[src/rtl/core/wbsr_pkg.sv]
// Shared types, constants and helper functions of the weighted blend refiner.
package wbsr_pkg;

  localparam int VAL_W      = 15;
  localparam int WGT_W      = 16;
  localparam int ITER_W     = 10;
  localparam int NUM_TGT    = 3;
  localparam int TOT_W      = 18;   // sum of three 16 bit weights
  localparam int PROD_W     = VAL_W + WGT_W;
  localparam int ACC_W      = 33;   // sum of three 31 bit products
  localparam int QUO_W      = 15;   // the blend never exceeds the largest target
  localparam int DVS_W      = TOT_W + QUO_W - 1;
  localparam int CFG_IDX_W  = 2;
  localparam int CFG_DATA_W = 16;
  localparam int SCHED_W    = 3;
  localparam int STEP_W     = 9;
  localparam int SCHED_LEN  = 7;
  localparam int CNT_W      = 10;

  localparam logic [VAL_W-1:0] VAL_MAX = VAL_W'(25500);

  localparam logic [CFG_IDX_W-1:0] REG_WEIGHT_A   = 2'd0;
  localparam logic [CFG_IDX_W-1:0] REG_WEIGHT_B   = 2'd1;
  localparam logic [CFG_IDX_W-1:0] REG_WEIGHT_C   = 2'd2;
  localparam logic [CFG_IDX_W-1:0] REG_ITER_COUNT = 2'd3;

  localparam logic [CNT_W-1:0] MAC_LAST = CNT_W'(NUM_TGT - 1);
  localparam logic [CNT_W-1:0] DIV_LAST = CNT_W'(QUO_W - 1);

  typedef enum logic [2:0] {
    ST_IDLE,
    ST_MAC,
    ST_DIV,
    ST_STEP,
    ST_DONE
  } state_e;

  typedef struct packed {
    logic       clear;
    logic       mac;
    logic [1:0] sel;
    logic       div;
  } arith_ctl_t;

  typedef struct packed {
    logic load;
    logic step;
  } refine_ctl_t;

  function automatic logic [VAL_W-1:0] sat_val(input logic [VAL_W-1:0] v);
    sat_val = (v > VAL_MAX) ? VAL_MAX : v;
  endfunction

  // Step schedule 1, 10, 100, 300, 100, 10, 1 in hundredths.
  function automatic logic [STEP_W-1:0] step_of(input logic [SCHED_W-1:0] idx);
    case (idx)
      3'd0:    step_of = STEP_W'(1);
      3'd1:    step_of = STEP_W'(10);
      3'd2:    step_of = STEP_W'(100);
      3'd3:    step_of = STEP_W'(300);
      3'd4:    step_of = STEP_W'(100);
      3'd5:    step_of = STEP_W'(10);
      3'd6:    step_of = STEP_W'(1);
      default: step_of = STEP_W'(1);
    endcase
  endfunction

endpackage

[src/rtl/core/wbsr_if.sv]
// Valid/ready channel interfaces for input words and result words.
interface wbsr_in_if;
  import wbsr_pkg::*;
  logic             valid;
  logic             ready;
  logic [VAL_W-1:0] current_value;
  logic [VAL_W-1:0] target_a_value;
  logic [VAL_W-1:0] target_b_value;
  logic [VAL_W-1:0] target_c_value;

  modport source (output valid, current_value, target_a_value, target_b_value,
                  target_c_value, input ready);
  modport sink (input valid, current_value, target_a_value, target_b_value,
                target_c_value, output ready);
endinterface

interface wbsr_out_if;
  import wbsr_pkg::*;
  logic             valid;
  logic             ready;
  logic [VAL_W-1:0] refined_value;
  logic [VAL_W-1:0] blended_target;

  modport source (output valid, refined_value, blended_target, input ready);
  modport sink (input valid, refined_value, blended_target, output ready);
endinterface

[src/rtl/core/wbsr_arith.sv]
// Shared multiply-accumulate and restoring divide unit for the weighted blend.
module wbsr_arith (
  input  logic                       clk_i,
  input  logic                       rst_ni,
  input  wbsr_pkg::arith_ctl_t       ctl_i,
  input  logic [wbsr_pkg::WGT_W-1:0] wgt_i [wbsr_pkg::NUM_TGT],
  input  logic [wbsr_pkg::VAL_W-1:0] tgt_i [wbsr_pkg::NUM_TGT],
  output logic [wbsr_pkg::VAL_W-1:0] blend_o
);
  import wbsr_pkg::*;

  logic [ACC_W-1:0]  acc_q, acc_d;
  logic [DVS_W-1:0]  dvs_q, dvs_d;
  logic [QUO_W-1:0]  quo_q, quo_d;
  logic [TOT_W-1:0]  tot_q, tot_d;
  logic [VAL_W-1:0]  op_val;
  logic [WGT_W-1:0]  op_wgt;
  logic [PROD_W-1:0] prod;
  logic              fits;

  // Pick the operand pair for this accumulate cycle.
  always_comb begin
    case (ctl_i.sel)
      2'd0: begin
        op_val = tgt_i[0];
        op_wgt = wgt_i[0];
      end
      2'd1: begin
        op_val = tgt_i[1];
        op_wgt = wgt_i[1];
      end
      2'd2: begin
        op_val = tgt_i[2];
        op_wgt = wgt_i[2];
      end
      default: begin
        op_val = '0;
        op_wgt = '0;
      end
    endcase
  end

  assign prod = PROD_W'(op_val) * PROD_W'(op_wgt);
  assign fits = acc_q >= ACC_W'(dvs_q);

  always_comb begin
    acc_d = acc_q;
    dvs_d = dvs_q;
    quo_d = quo_q;
    tot_d = tot_q;
    if (ctl_i.clear) begin
      acc_d = '0;
      quo_d = '0;
      tot_d = TOT_W'(wgt_i[0]) + TOT_W'(wgt_i[1]) + TOT_W'(wgt_i[2]);
      dvs_d = {tot_d, {(QUO_W-1){1'b0}}};
    end else if (ctl_i.mac) begin
      acc_d = acc_q + ACC_W'(prod);
    end else if (ctl_i.div) begin
      // One quotient bit per cycle, most significant first.
      if (fits) begin
        acc_d = acc_q - ACC_W'(dvs_q);
      end
      quo_d = {quo_q[QUO_W-2:0], fits};
      dvs_d = dvs_q >> 1;
    end
  end

  always_ff @(posedge clk_i) begin
    acc_q <= acc_d;
    dvs_q <= dvs_d;
    quo_q <= quo_d;
    tot_q <= tot_d;
  end

  // Zero weight total blends to zero.
  assign blend_o = (tot_q == '0) ? '0 : VAL_W'(quo_q);

  assert property (@(posedge clk_i) disable iff (!rst_ni)
    ctl_i.mac |-> !ctl_i.div)
    else $error("accumulate and divide requested together");

endmodule

[src/rtl/core/wbsr_refine.sv]
// One refinement pass per cycle: approach the blend by the scheduled step, then clamp.
module wbsr_refine (
  input  logic                       clk_i,
  input  logic                       rst_ni,
  input  wbsr_pkg::refine_ctl_t      ctl_i,
  input  logic [wbsr_pkg::VAL_W-1:0] load_val_i,
  input  logic [wbsr_pkg::VAL_W-1:0] tgt_i,
  output logic [wbsr_pkg::VAL_W-1:0] cur_o
);
  import wbsr_pkg::*;

  logic [VAL_W-1:0]   cur_q, cur_d;
  logic [SCHED_W-1:0] idx_q, idx_d;
  logic [VAL_W-1:0]   diff, step, moved, nxt;
  logic               up;

  assign up    = tgt_i >= cur_q;
  assign diff  = up ? (tgt_i - cur_q) : (cur_q - tgt_i);
  assign step  = VAL_W'(step_of(idx_q));
  assign moved = (diff <= step) ? tgt_i : (up ? (cur_q + step) : (cur_q - step));
  assign nxt   = (moved > VAL_MAX) ? VAL_MAX : moved;

  always_comb begin
    cur_d = cur_q;
    idx_d = idx_q;
    if (ctl_i.load) begin
      cur_d = load_val_i;
      idx_d = '0;
    end else if (ctl_i.step) begin
      cur_d = nxt;
      idx_d = (idx_q == SCHED_W'(SCHED_LEN - 1)) ? '0 : idx_q + 1'b1;
    end
  end

  always_ff @(posedge clk_i or negedge rst_ni) begin
    if (!rst_ni) begin
      idx_q <= '0;
    end else begin
      idx_q <= idx_d;
    end
  end

  always_ff @(posedge clk_i) begin
    cur_q <= cur_d;
  end

  assign cur_o = cur_q;

  assert property (@(posedge clk_i) disable iff (!rst_ni)
    idx_q != SCHED_W'(SCHED_LEN))
    else $error("schedule index ran past the end");

endmodule

[src/rtl/core/wbsr_ctrl.sv]
// Sequencer: accumulate, divide, then any step passes, then hand the word to the output.
module wbsr_ctrl (
  input  logic                        clk_i,
  input  logic                        rst_ni,
  input  logic                        in_fire_i,
  input  logic                        out_free_i,
  input  logic [wbsr_pkg::ITER_W-1:0] iter_i,
  output logic                        in_ready_o,
  output logic                        out_load_o,
  output wbsr_pkg::arith_ctl_t        arith_o,
  output wbsr_pkg::refine_ctl_t       refine_o
);
  import wbsr_pkg::*;

  state_e           state_q, state_d;
  logic [CNT_W-1:0] cnt_q, cnt_d;
  logic [CNT_W-1:0] cnt_inc;

  assign cnt_inc = cnt_q + 1'b1;

  // Ready depends on the state alone, so the accept strobe never feeds back into it.
  assign in_ready_o = (state_q == ST_IDLE);

  always_comb begin
    state_d = state_q;
    cnt_d   = cnt_q;
    case (state_q)
      ST_IDLE: begin
        if (in_fire_i) begin
          state_d = ST_MAC;
          cnt_d   = '0;
        end
      end
      ST_MAC: begin
        cnt_d = cnt_inc;
        if (cnt_q == MAC_LAST) begin
          state_d = ST_DIV;
          cnt_d   = '0;
        end
      end
      ST_DIV: begin
        cnt_d = cnt_inc;
        if (cnt_q == DIV_LAST) begin
          state_d = (iter_i == '0) ? ST_DONE : ST_STEP;
          cnt_d   = '0;
        end
      end
      ST_STEP: begin
        cnt_d = cnt_inc;
        if (cnt_inc == CNT_W'(iter_i)) begin
          state_d = ST_DONE;
        end
      end
      ST_DONE: begin
        if (out_free_i) begin
          state_d = ST_IDLE;
        end
      end
      default: state_d = ST_IDLE;
    endcase
  end

  always_comb begin
    out_load_o    = 1'b0;
    arith_o       = '0;
    refine_o      = '0;
    arith_o.sel   = cnt_q[1:0];
    case (state_q)
      ST_IDLE: begin
        arith_o.clear  = in_fire_i;
        refine_o.load  = in_fire_i;
      end
      ST_MAC:  arith_o.mac   = 1'b1;
      ST_DIV:  arith_o.div   = 1'b1;
      ST_STEP: refine_o.step = 1'b1;
      ST_DONE: out_load_o    = out_free_i;
      default: out_load_o    = 1'b0;
    endcase
  end

  always_ff @(posedge clk_i or negedge rst_ni) begin
    if (!rst_ni) begin
      state_q <= ST_IDLE;
      cnt_q   <= '0;
    end else begin
      state_q <= state_d;
      cnt_q   <= cnt_d;
    end
  end

  assert property (@(posedge clk_i) disable iff (!rst_ni)
    (state_q == ST_MAC) |-> (cnt_q <= MAC_LAST))
    else $error("accumulate phase overran");

  assert property (@(posedge clk_i) disable iff (!rst_ni)
    (state_q == ST_DIV && cnt_q == DIV_LAST) |=> (state_q == ST_STEP || state_q == ST_DONE))
    else $error("divide phase did not hand over");

  assert property (@(posedge clk_i) disable iff (!rst_ni)
    in_fire_i |=> (state_q == ST_MAC))
    else $error("accepted word did not start the accumulate phase");

endmodule

[src/rtl/core/weighted_blend_stepped_refine.sv]
// Top level of the weighted blend refiner: config registers, input capture, output register.
//
// Each input word carries one pixel channel in hundredths of a level: a current value and
// three candidate targets, each saturated to 0..25500 on entry. The block blends the targets
// as floor((a*wa + b*wb + c*wc) / (wa + wb + wc)), zero when the weights sum to zero, then
// runs iteration_count refinement passes that move the value toward the blend by at most
// 1, 10, 100, 300, 100, 10, 1 (repeating, restarting with every word) and clamp to 0..25500.
// One word is in flight at a time: the block is ready only while its sequencer is idle. From
// acceptance until its result is loaded into the output register, a word passes through an
// accept step, the single 15x16 multiplier accumulating the three weighted targets one after
// another, fifteen restoring divide steps on the subtractor (one quotient bit each), the
// refinement passes, and a hand-off step.
// The output register holds the result until it is taken; the next word is accepted once
// the result has been loaded, even if it still waits downstream. Write the weight and
// iteration registers (index 0..3: weight_a, weight_b, weight_c, iteration_count) only while
// the block is idle.
module weighted_blend_stepped_refine (
  input  logic                            clk_i,
  input  logic                            rst_ni,
  input  logic                            cfg_we_i,
  input  logic [wbsr_pkg::CFG_IDX_W-1:0]  cfg_idx_i,
  input  logic [wbsr_pkg::CFG_DATA_W-1:0] cfg_data_i,
  wbsr_in_if.sink                         in_i,
  wbsr_out_if.source                      out_o
);
  import wbsr_pkg::*;

  // Configuration registers.
  logic [WGT_W-1:0]  wgt_q [NUM_TGT];
  logic [ITER_W-1:0] iter_q;

  // Captured targets, saturated on entry.
  logic [VAL_W-1:0]  tgt_q [NUM_TGT];

  // Output register.
  logic              out_valid_q;
  logic [VAL_W-1:0]  out_refined_q;
  logic [VAL_W-1:0]  out_blend_q;

  logic              in_fire;
  logic              out_free;
  logic              out_load;
  logic              in_ready;
  arith_ctl_t        arith_ctl;
  refine_ctl_t       refine_ctl;
  logic [VAL_W-1:0]  blend;
  logic [VAL_W-1:0]  refined;

  assign in_fire  = in_i.valid & in_ready;
  assign out_free = !out_valid_q || out_o.ready;

  // Write the addressed register; data above the register width is dropped.
  always_ff @(posedge clk_i or negedge rst_ni) begin
    if (!rst_ni) begin
      wgt_q[0] <= '0;
      wgt_q[1] <= '0;
      wgt_q[2] <= '0;
      iter_q   <= '0;
    end else if (cfg_we_i) begin
      case (cfg_idx_i)
        REG_WEIGHT_A:   wgt_q[0] <= cfg_data_i;
        REG_WEIGHT_B:   wgt_q[1] <= cfg_data_i;
        REG_WEIGHT_C:   wgt_q[2] <= cfg_data_i;
        REG_ITER_COUNT: iter_q   <= cfg_data_i[ITER_W-1:0];
        default:        iter_q   <= iter_q;
      endcase
    end
  end

  // Capture the targets for the accumulate phase.
  always_ff @(posedge clk_i) begin
    if (in_fire) begin
      tgt_q[0] <= sat_val(in_i.target_a_value);
      tgt_q[1] <= sat_val(in_i.target_b_value);
      tgt_q[2] <= sat_val(in_i.target_c_value);
    end
  end

  wbsr_ctrl u_ctrl (
    .clk_i      (clk_i),
    .rst_ni     (rst_ni),
    .in_fire_i  (in_fire),
    .out_free_i (out_free),
    .iter_i     (iter_q),
    .in_ready_o (in_ready),
    .out_load_o (out_load),
    .arith_o    (arith_ctl),
    .refine_o   (refine_ctl)
  );

  wbsr_arith u_arith (
    .clk_i   (clk_i),
    .rst_ni  (rst_ni),
    .ctl_i   (arith_ctl),
    .wgt_i   (wgt_q),
    .tgt_i   (tgt_q),
    .blend_o (blend)
  );

  wbsr_refine u_refine (
    .clk_i      (clk_i),
    .rst_ni     (rst_ni),
    .ctl_i      (refine_ctl),
    .load_val_i (sat_val(in_i.current_value)),
    .tgt_i      (blend),
    .cur_o      (refined)
  );

  // Hold the finished word until the sink takes it.
  always_ff @(posedge clk_i or negedge rst_ni) begin
    if (!rst_ni) begin
      out_valid_q <= 1'b0;
    end else if (out_load) begin
      out_valid_q <= 1'b1;
    end else if (out_o.ready) begin
      out_valid_q <= 1'b0;
    end
  end

  always_ff @(posedge clk_i) begin
    if (out_load) begin
      out_refined_q <= refined;
      out_blend_q   <= blend;
    end
  end

  assign in_i.ready           = in_ready;
  assign out_o.valid          = out_valid_q;
  assign out_o.refined_value  = out_refined_q;
  assign out_o.blended_target = out_blend_q;

  assert property (@(posedge clk_i) disable iff (!rst_ni)
    out_valid_q |-> (out_refined_q <= VAL_MAX && out_blend_q <= VAL_MAX))
    else $error("result word out of range");

  assert property (@(posedge clk_i) disable iff (!rst_ni)
    in_fire |=> !in_ready)
    else $error("ready while a word is in flight");

  assert property (@(posedge clk_i) disable iff (!rst_ni)
    out_load |-> out_free)
    else $error("result loaded over an untaken word");

endmodule
[src/flat_wrapper.sv]
// flat-port wrapper written by rule: the top's interface ports become plain ports
module weighted_blend_stepped_refine_flat import wbsr_pkg::*;
  (clk_i, rst_ni, cfg_we_i, cfg_idx_i, cfg_data_i, in_i_valid, in_i_current_value, in_i_target_a_value, in_i_target_b_value, in_i_target_c_value, in_i_ready, out_o_valid, out_o_refined_value, out_o_blended_target, out_o_ready);
  wbsr_in_if in_i_i ();
  wbsr_out_if out_o_i ();
  input  logic clk_i;
  input  logic rst_ni;
  input  logic cfg_we_i;
  input  logic [wbsr_pkg::CFG_IDX_W-1:0] cfg_idx_i;
  input  logic [wbsr_pkg::CFG_DATA_W-1:0] cfg_data_i;
  input wire logic [$bits(in_i_i.valid)-1:0] in_i_valid;
  input wire logic [$bits(in_i_i.current_value)-1:0] in_i_current_value;
  input wire logic [$bits(in_i_i.target_a_value)-1:0] in_i_target_a_value;
  input wire logic [$bits(in_i_i.target_b_value)-1:0] in_i_target_b_value;
  input wire logic [$bits(in_i_i.target_c_value)-1:0] in_i_target_c_value;
  output wire logic [$bits(in_i_i.ready)-1:0] in_i_ready;
  output wire logic [$bits(out_o_i.valid)-1:0] out_o_valid;
  output wire logic [$bits(out_o_i.refined_value)-1:0] out_o_refined_value;
  output wire logic [$bits(out_o_i.blended_target)-1:0] out_o_blended_target;
  input wire logic [$bits(out_o_i.ready)-1:0] out_o_ready;
  assign in_i_i.valid = in_i_valid;
  assign in_i_i.current_value = in_i_current_value;
  assign in_i_i.target_a_value = in_i_target_a_value;
  assign in_i_i.target_b_value = in_i_target_b_value;
  assign in_i_i.target_c_value = in_i_target_c_value;
  assign in_i_ready = in_i_i.ready;
  assign out_o_valid = out_o_i.valid;
  assign out_o_refined_value = out_o_i.refined_value;
  assign out_o_blended_target = out_o_i.blended_target;
  assign out_o_i.ready = out_o_ready;
  weighted_blend_stepped_refine u_core (.clk_i(clk_i), .rst_ni(rst_ni), .cfg_we_i(cfg_we_i), .cfg_idx_i(cfg_idx_i), .cfg_data_i(cfg_data_i), .in_i(in_i_i), .out_o(out_o_i));
endmodule
[config.mk]
export PLATFORM = sky130hd
export DESIGN_NAME = weighted_blend_stepped_refine_flat
export DESIGN_NICKNAME = d
export VERILOG_FILES = /design/src/rtl/core/wbsr_pkg.sv /design/src/rtl/core/wbsr_if.sv /design/src/rtl/core/wbsr_arith.sv /design/src/rtl/core/wbsr_refine.sv /design/src/rtl/core/wbsr_ctrl.sv /design/src/rtl/core/weighted_blend_stepped_refine.sv /design/src/flat_wrapper.sv
export SDC_FILE = /design/constraint.sdc
export NUM_CORES = 1
export LEC_CHECK = 0
export BUFFER_PORTS_ARGS = -buffer_cell sky130_fd_sc_hd__buf_2
export CAP_MARGIN = 40
export CORE_MARGIN = 10
export CORE_UTILIZATION = 50
export DETAILED_ROUTE_END_ITERATION = 10
export HOLD_SLACK_MARGIN = 0.15
export PLACE_DENSITY = 0.65
export SLEW_MARGIN = 0
export SYNTH_ARGS = -nofsm -noshare
export SYNTH_HDL_FRONTEND = slang
export SYNTH_SLANG_ARGS = --single-unit
export TNS_END_PERCENT = 1
[constraint.sdc]
create_clock -name clk_i -period 19.9 [get_ports clk_i]
set_clock_uncertainty 0.1 [all_clocks]
set_input_delay 3.98 -clock clk_i [delete_from_list [all_inputs] [get_ports clk_i]]
set_output_delay 3.98 -clock clk_i [all_outputs]
set_load 0.005 [all_outputs]
==> key figures, run 1 <==
Run status
  – Outcome: finished clean

Worst setup path
  – Max incr delay on CP: 0.74 ns
  – CP Capture Type: register
  – Worst EP required: ~20 ns
  – Worst path most repeated cell: fa_1
  – RR Startpoint: u_core.u_ctrl.cnt_q[0]
  – R2R Path End: u_core.u_arith.acc_q[32]
  – CP startpoint kind: register
  – Critical path peak fanout: 31
  – Critical Path Start: u_core.u_ctrl.cnt_q[0]
  – CP Data Arrival Time: a little over 9 ns
  – Setup CP Type: register to register
  – Reg2reg setup slack: between 10 and 15 ns
  – Critical-path top delay cell: a222oi_1
  – R2R depth: 29

Logic synthesis
  – Mean post-synth cell area: 9.09 um^2
  – Yosys warns: 0
  – Async SR Flop Fraction: between 20% and 30%
  – Largest cells by area after synthesis: fa_1, edfxtp_1, ha_1
  – Syn_nets: 3269
  – Mapped Area: ~25000 um^2
  – Area share of the largest cell type after synthesis: 18.5%
  – Post-Syn Instances: 2751
  – Dominant cell type by area after synthesis: fa_1
  – Most used DFF post-synth: edfxtp_1
  – Netlist cell types: 77
  – Sequential share of the synthesized area: between 20% and 30%
  – Number of synthesized flops with an enable pin: 126
  – Seq cells post-synth: 263

Clock network
  – Root buffer cell: clkbuf_16
  – Reg clk slew, reported paths: 0.07 ns
  – CTS Buf Count: 30
  – Setup Fix Bufs, Post-CTS: 0
  – CTS tree: built
  – Deepest clock path buffer count: 3
  – Resized Gates After CTS: 0
  – Clk_lat worst skew: 0.61 ns
  – Number of buffers inserted by hold repair at cts: 0
  – H-tree depth: 1
  – # clock sinks: 263

Placed design
  – Port buffer count: 114
  – Detail Placement HPWL: 58500 um
  – RD Place Congestion: 0.967

Timing
  – Final Hold Vio Count: 0
  – Rel. slew slack: 35.6%
  – Post-route clock period utilization: 44.2%
  – Setup TNS: 0 ns
  – Least-Margin Pin Slew: 0.966 ns
  – Pins Over Slew Limit: 0
  – Highest Clock Rate: 0.114 GHz
  – Minimum clock period: a little under 9 ns
  – RSZ-0062 raised after global routing: no
  – Final setup vio count: 0

Route
  – # DRC: 0
  – Post-Route WL: ~73000 um
  – Via count: 19860
  – WL/cell: 20.7 um
  – Via density per instance: approximately 5.6
  – Post-route ant nets: 0
  – Router iterations before antenna repair: 6
  – Initial DRC Count: approximately 1500

GRT
  – First-pass GRT wire length: 114000 um
  – Largest net degree at the start of global routing: 71
  – Number of global-route vias before repair: approximately 20000
  – Grt ovf: 0
  – GRT Total Usage: 24.2%
  – Antenna violations before repair: 0

Worst hold path
  – Worst hold start: u_core.u_arith.quo_q[1]
  – Hold Path End: u_core.u_arith.quo_q[2]
  – Worst hold path depth: 2
  – HP Class: register to register

Final layout
  – Layout cell share with drive strength beyond 1: 10.3%
  – Post-synthesis to final-layout area growth: 9.57%
  – Fin nets: 3348
  – Diode count: 0

Die
  – Core area: 49200 um^2
  – I/O pin count: roughly 120
  – Die Area: about 59000 um^2
  – Initial Utilization: between 50 and 60%
  – Die height: 244 um
  – Row count: 81
  – Chip width: 244 um

Flow run
  – Number of max-cap violations: 0
metrics by stage:
step / setup WS [ns] / instances / hold WS [ns] / instance area (um^2) / util (%)
after floorplan: 12.24 / 2751 / 0.337 / 25000 / -
after global placement: 11.04 / 3454 / 0.349 / 26200 / 53.4
after detailed placement: 10.93 / 3460 / 0.359 / 26300 / 53.6
after CTS: 10.87 / 3516 / 0.351 / 27400 / 55.7
after global routing: 10.63 / 3518 / 0.391 / 27400 / 55.7
final: 11.11 / 3518 / 0.362 / 27400 / 55.7
state kept, by name, summed over array words and instances, names as in the netlist:
| signal | cells |
|---|---|
| u_core.u_arith.dvs_q | 32 |
| u_core.u_ctrl.state_q | 3 |
| u_core.u_arith.quo_q | 15 |
| u_core.u_arith.tot_q | 18 |
| u_core.u_arith.acc_q | 33 |
| u_core.out_o.blended_target | 15 |
| u_core.tgt_q | 45 |
| u_core.iter_q | 10 |
| u_core.u_refine.idx_q | 3 |
| u_core.out_o.valid | 1 |
| u_core.wgt_q | 48 |
| u_core.out_o.refined_value | 15 |
| u_core.u_refine.cur_o | 15 |
| u_core.u_ctrl.cnt_q | 10 |
cell usage after synthesis, drive strengths merged, types with 62 or more instances:
master,number
dfxtp,62
nand2,323
fa,231
a21oi,171
inv,415
dfrtp,75
xnor2,82
edfxtp,126
ha,204
mux2,63
o21ai,112
nor2,203
clkbuf,81
placed cells by master (no fill, tap or decap), drive strengths merged, types with 18 or more instances in the layout:
master | Yosys | routed
nand2 | 323 | 323
buf | 19 | 145
edfxtp | 126 | 126
a21oi | 171 | 171
a21o | 37 | 37
fa | 231 | 231
nor2 | 203 | 203
nor3 | 40 | 40
xnor2 | 82 | 82
nand3 | 42 | 42
dfxtp | 62 | 62
o21bai | 18 | 18
xor2 | 28 | 28
o21ai | 112 | 112
nor2b | 24 | 24
a31oi | 18 | 18
clkbuf | 81 | 38
ha | 204 | 204
nand2b | 53 | 53
a22oi | 19 | 19
or3 | 29 | 29
inv | 415 | 419
and2 | 40 | 40
dfrtp | 75 | 75
a211oi | 25 | 25
mux2 | 63 | 63
cell type report:
type                            count  area (um^2)
Clock inverter                     20          224
Inverter                          416         1570
Timing Repair Buffer              147          878
Multi-Input combinational cell   1972        16200
Tap cell                          664          831
Clock buffer                       36          825
Fill cell                        4461        21800
Sequential cell                   263         6900
per-layer routing:
metal	vias to the layer above	wire [um]	track usage, %
met4	0	2150	7.38
met2	727	32500	37.8
met1	9666	32700	33.3
met5	-	0	0
met3	113	5460	4.90
li1	9354	-	-
worst max path at each step:
stage / end / slack, ns / cells past startpoint
after detailed placement: u_core.u_arith.acc_q[32] / 10.93 / 28
after global routing: u_core.u_arith.acc_q[32] / 10.63 / 28
after global placement: u_core.u_arith.acc_q[32] / 11.04 / 28
after floorplan: u_core.u_arith.acc_q[32] / 12.24 / 31
after CTS: u_core.u_arith.acc_q[32] / 10.87 / 28
final: u_core.u_arith.acc_q[32] / 11.11 / 29
worst max-delay path: cells and delay by family, from the launching register on:
family | cells | cell delay [ns]
AOI/OAI and AO/OA | 9 | 2.41
xor gates and xnor gates | 1 | 0.15
adders and majority gates | 8 | 3.78
buffers and inverters | 7 | 0.87
DFF | 1 | 0.48
muxes | 1 | 0.19
and+or+nand+nor | 3 | 0.68
cell families (layout without fill, tap and decap cells):
| group | after synthesis | after routing | share of synthesized area, % |
|---|---|---|---|
| AND/OR/NAND/NOR | 835 | 835 | 15.5 |
| XOR/XNOR | 110 | 110 | 3.85 |
| AO/OA/AOI/OAI | 514 | 514 | 13.0 |
| flip-flops | 263 | 263 | 27.6 |
| adder cells (fa/ha/maj) | 435 | 435 | 28.7 |
| buffers and inverters | 516 | 619 | 7.88 |
| multiplexers | 78 | 78 | 3.44 |
Power of run 1 is not shown: default switching activity piles up to over one toggle a cycle in this logic, so the estimate is an artifact.
==> run 2, diff against run 1 <==
- clock period: 19.9 -> 8.1 ns (I/O delays scaled with it)
==> key figures, run 2 (synthesized netlist as in run 1, its figures left out) <==
Worst setup path
  – Setup CP Type: register to register
  – Worst path most repeated cell: fa_1
  – Max incr delay on CP: 0.54 ns
  – WP buf/inv: 9
  – CP Capture Type: register
  – CP Data Arrival Time: 8.14 ns
  – CP startpoint kind: register
  – Critical path peak fanout: 24
  – Top delay family on crit path: adder cells
  – Worst EP required: 8.50 ns
  – Critical-path top delay cell: fa_1

Route
  – Via density per instance: 5.60
  – Initial DRC Count: 1604
  – Post-route ant nets: 0
  – WL/cell: about 20 um
  – Post-Route WL: about 73000 um
  – Via count: 20176
  – Router iterations before antenna repair: 7
  – Wl on met1: about 34000 um
  – Highest metal used: met4
  – # DRC: 0
  – Metal2 WL: between 30000 and 40000 um
  – Met3 Routed Length: 4470 um

Final layout
  – Largest register FFs: 48
  – Fin nets: 3431
  – Post-synthesis to final-layout area growth: 12.1%
  – Top Registers: u_core.wgt_q x48, u_core.tgt_q x45, u_core.u_arith.acc_q x33
  – Commonest non-fill, non-tap cell in the layout: inv_1
  – Top reg by flops: u_core.wgt_q
  – Footprint of the multi-input gates: 16200 um^2
  – Register area: 6900 um^2
  – Most frequent cells in the layout: inv_1, nand2_1, fa_1, ha_1, nor2_1
  – Fill cell count: 4339
  – Layout cell share with drive strength beyond 1: 12.9%

Run status
  – Outcome: finished clean

Die
  – Chip width: 244 um
  – I/O pin count: 115
  – Die Area: 59400 um^2
  – Row count: 81
  – Die height: 244 um
  – Core area: 49200 um^2
  – Initial Utilization: 50.9%

Placed design
  – RD Place Congestion: 0.974
  – Port buffer count: ~110
  – Detail Placement HPWL: between 50000 and 60000 um

GRT
  – Number of global-route vias before repair: 20327
  – First-pass GRT wire length: 114000 um
  – Grt ovf: 0
  – GRT Total Usage: 24.1%
  – Antenna violations before repair: 0
  – Largest net degree at the start of global routing: 69

Timing
  – Worst hold slack: between 0.3 and 0.4 ns
  – Highest Clock Rate: 0.129 GHz
  – Final setup vio count: 0
  – Minimum clock period: 7.75 ns
  – Rel. slew slack: 38.9%
  – Least-Margin Pin Slew: 0.914 ns
  – Final Hold Vio Count: 0
  – Post-route clock period utilization: 95.6%
  – RSZ-0062 raised after global routing: yes
  – Pins Over Slew Limit: 0

Clock network
  – # clock sinks: 263
  – CTS tree: built
  – Root buffer cell: clkbuf_16
  – Clk_lat worst skew: 0.60 ns
  – H-tree depth: 1
  – CTS Buf Count: 31
  – Reg clk slew, reported paths: 0.06 ns
  – Number of buffers inserted by hold repair at cts: 0
  – Deepest clock path buffer count: 3

Flow run
  – Number of max-cap violations: 0

Worst hold path
  – HP Class: register to register
[run 2: cell types whose count changed in the layout (fill, tap and decap cells not counted), moves of 3 or more]
cell | before | now
clkbuf_1 | 2 | 6
or2_4 | 0 | 3
buf_12 | 0 | 3
a211oi_2 | 0 | 3
a211oi_1 | 25 | 22
buf_4 | 27 | 107
clkinv_2 | 6 | 3
clkinv_1 | 2 | 6
[run 2: through the flow]
step           util [%]  TNS [ns]  cell area [um^2]  setup slack, ns  instances
2_1_floorplan         -         0             25000            0.445       2751
5_1_grt            57.1   -0.0830             28000          -0.0801       3602
3_5_place_dp       54.6         0             26900            0.197       3530
6_report           57.1         0             28000            0.354       3603
3_3_place_gp       54.5         0             26800            0.396       3526
4_1_cts            56.7         0             27900            0.147       3588
[run 2: metal layers]
layer / vias to the layer above / track usage, %
met1: 9873 / 33.9
li1: 9534 / -
met2: 662 / 38.1
met3: 107 / 3.24
met4: 0 / 6.87
met5: - / 0
[run 2: worst register-to-register path: cells and delay by family (launching register included)]
family | cells | cell delay, ns
buf+inv | 9 | 0.98
flops | 1 | 0.42
simple gates | 5 | 0.88
mux | 1 | 0.22
compound gates | 6 | 1.48
fa+ha+maj | 8 | 3.58
[run 2: timing repair]
item	in CTS	in global routing
buffers inserted	0	12
endpoints found under the setup margin	0	17
gates resized for setup	0	17
[run 2: cell type report]
class | count | area share, %
Antenna cell | 1 | 0.00892
Clock buffer | 38 | 2.90
Clock inverter | 20 | 0.750
Inverter | 416 | 5.58
Multi-Input combinational cell | 1974 | 57.9
Sequential cell | 263 | 24.6
Tap cell | 664 | 2.96
Timing Repair Buffer | 227 | 5.26
[run 2: worst paths after layout]
kind,from,end,slack [ns],cells past startpoint
worst max-delay path,u_core.u_ctrl.cnt_q[1],u_core.u_arith.acc_q[31],0.35,29
worst min-delay path,u_core.u_arith.quo_q[7],u_core.u_arith.quo_q[8],0.37,2
worst max register to register,u_core.u_ctrl.cnt_q[1],u_core.u_arith.acc_q[31],0.35,29
worst min register to register,u_core.u_arith.quo_q[7],u_core.u_arith.quo_q[8],0.37,2
max in group asynchronous,rst_ni,u_core.u_refine.idx_q[0],6.44,2
min in group asynchronous,rst_ni,u_core.iter_q[7],0.87,1
Power of run 2 is left out for the same reason.
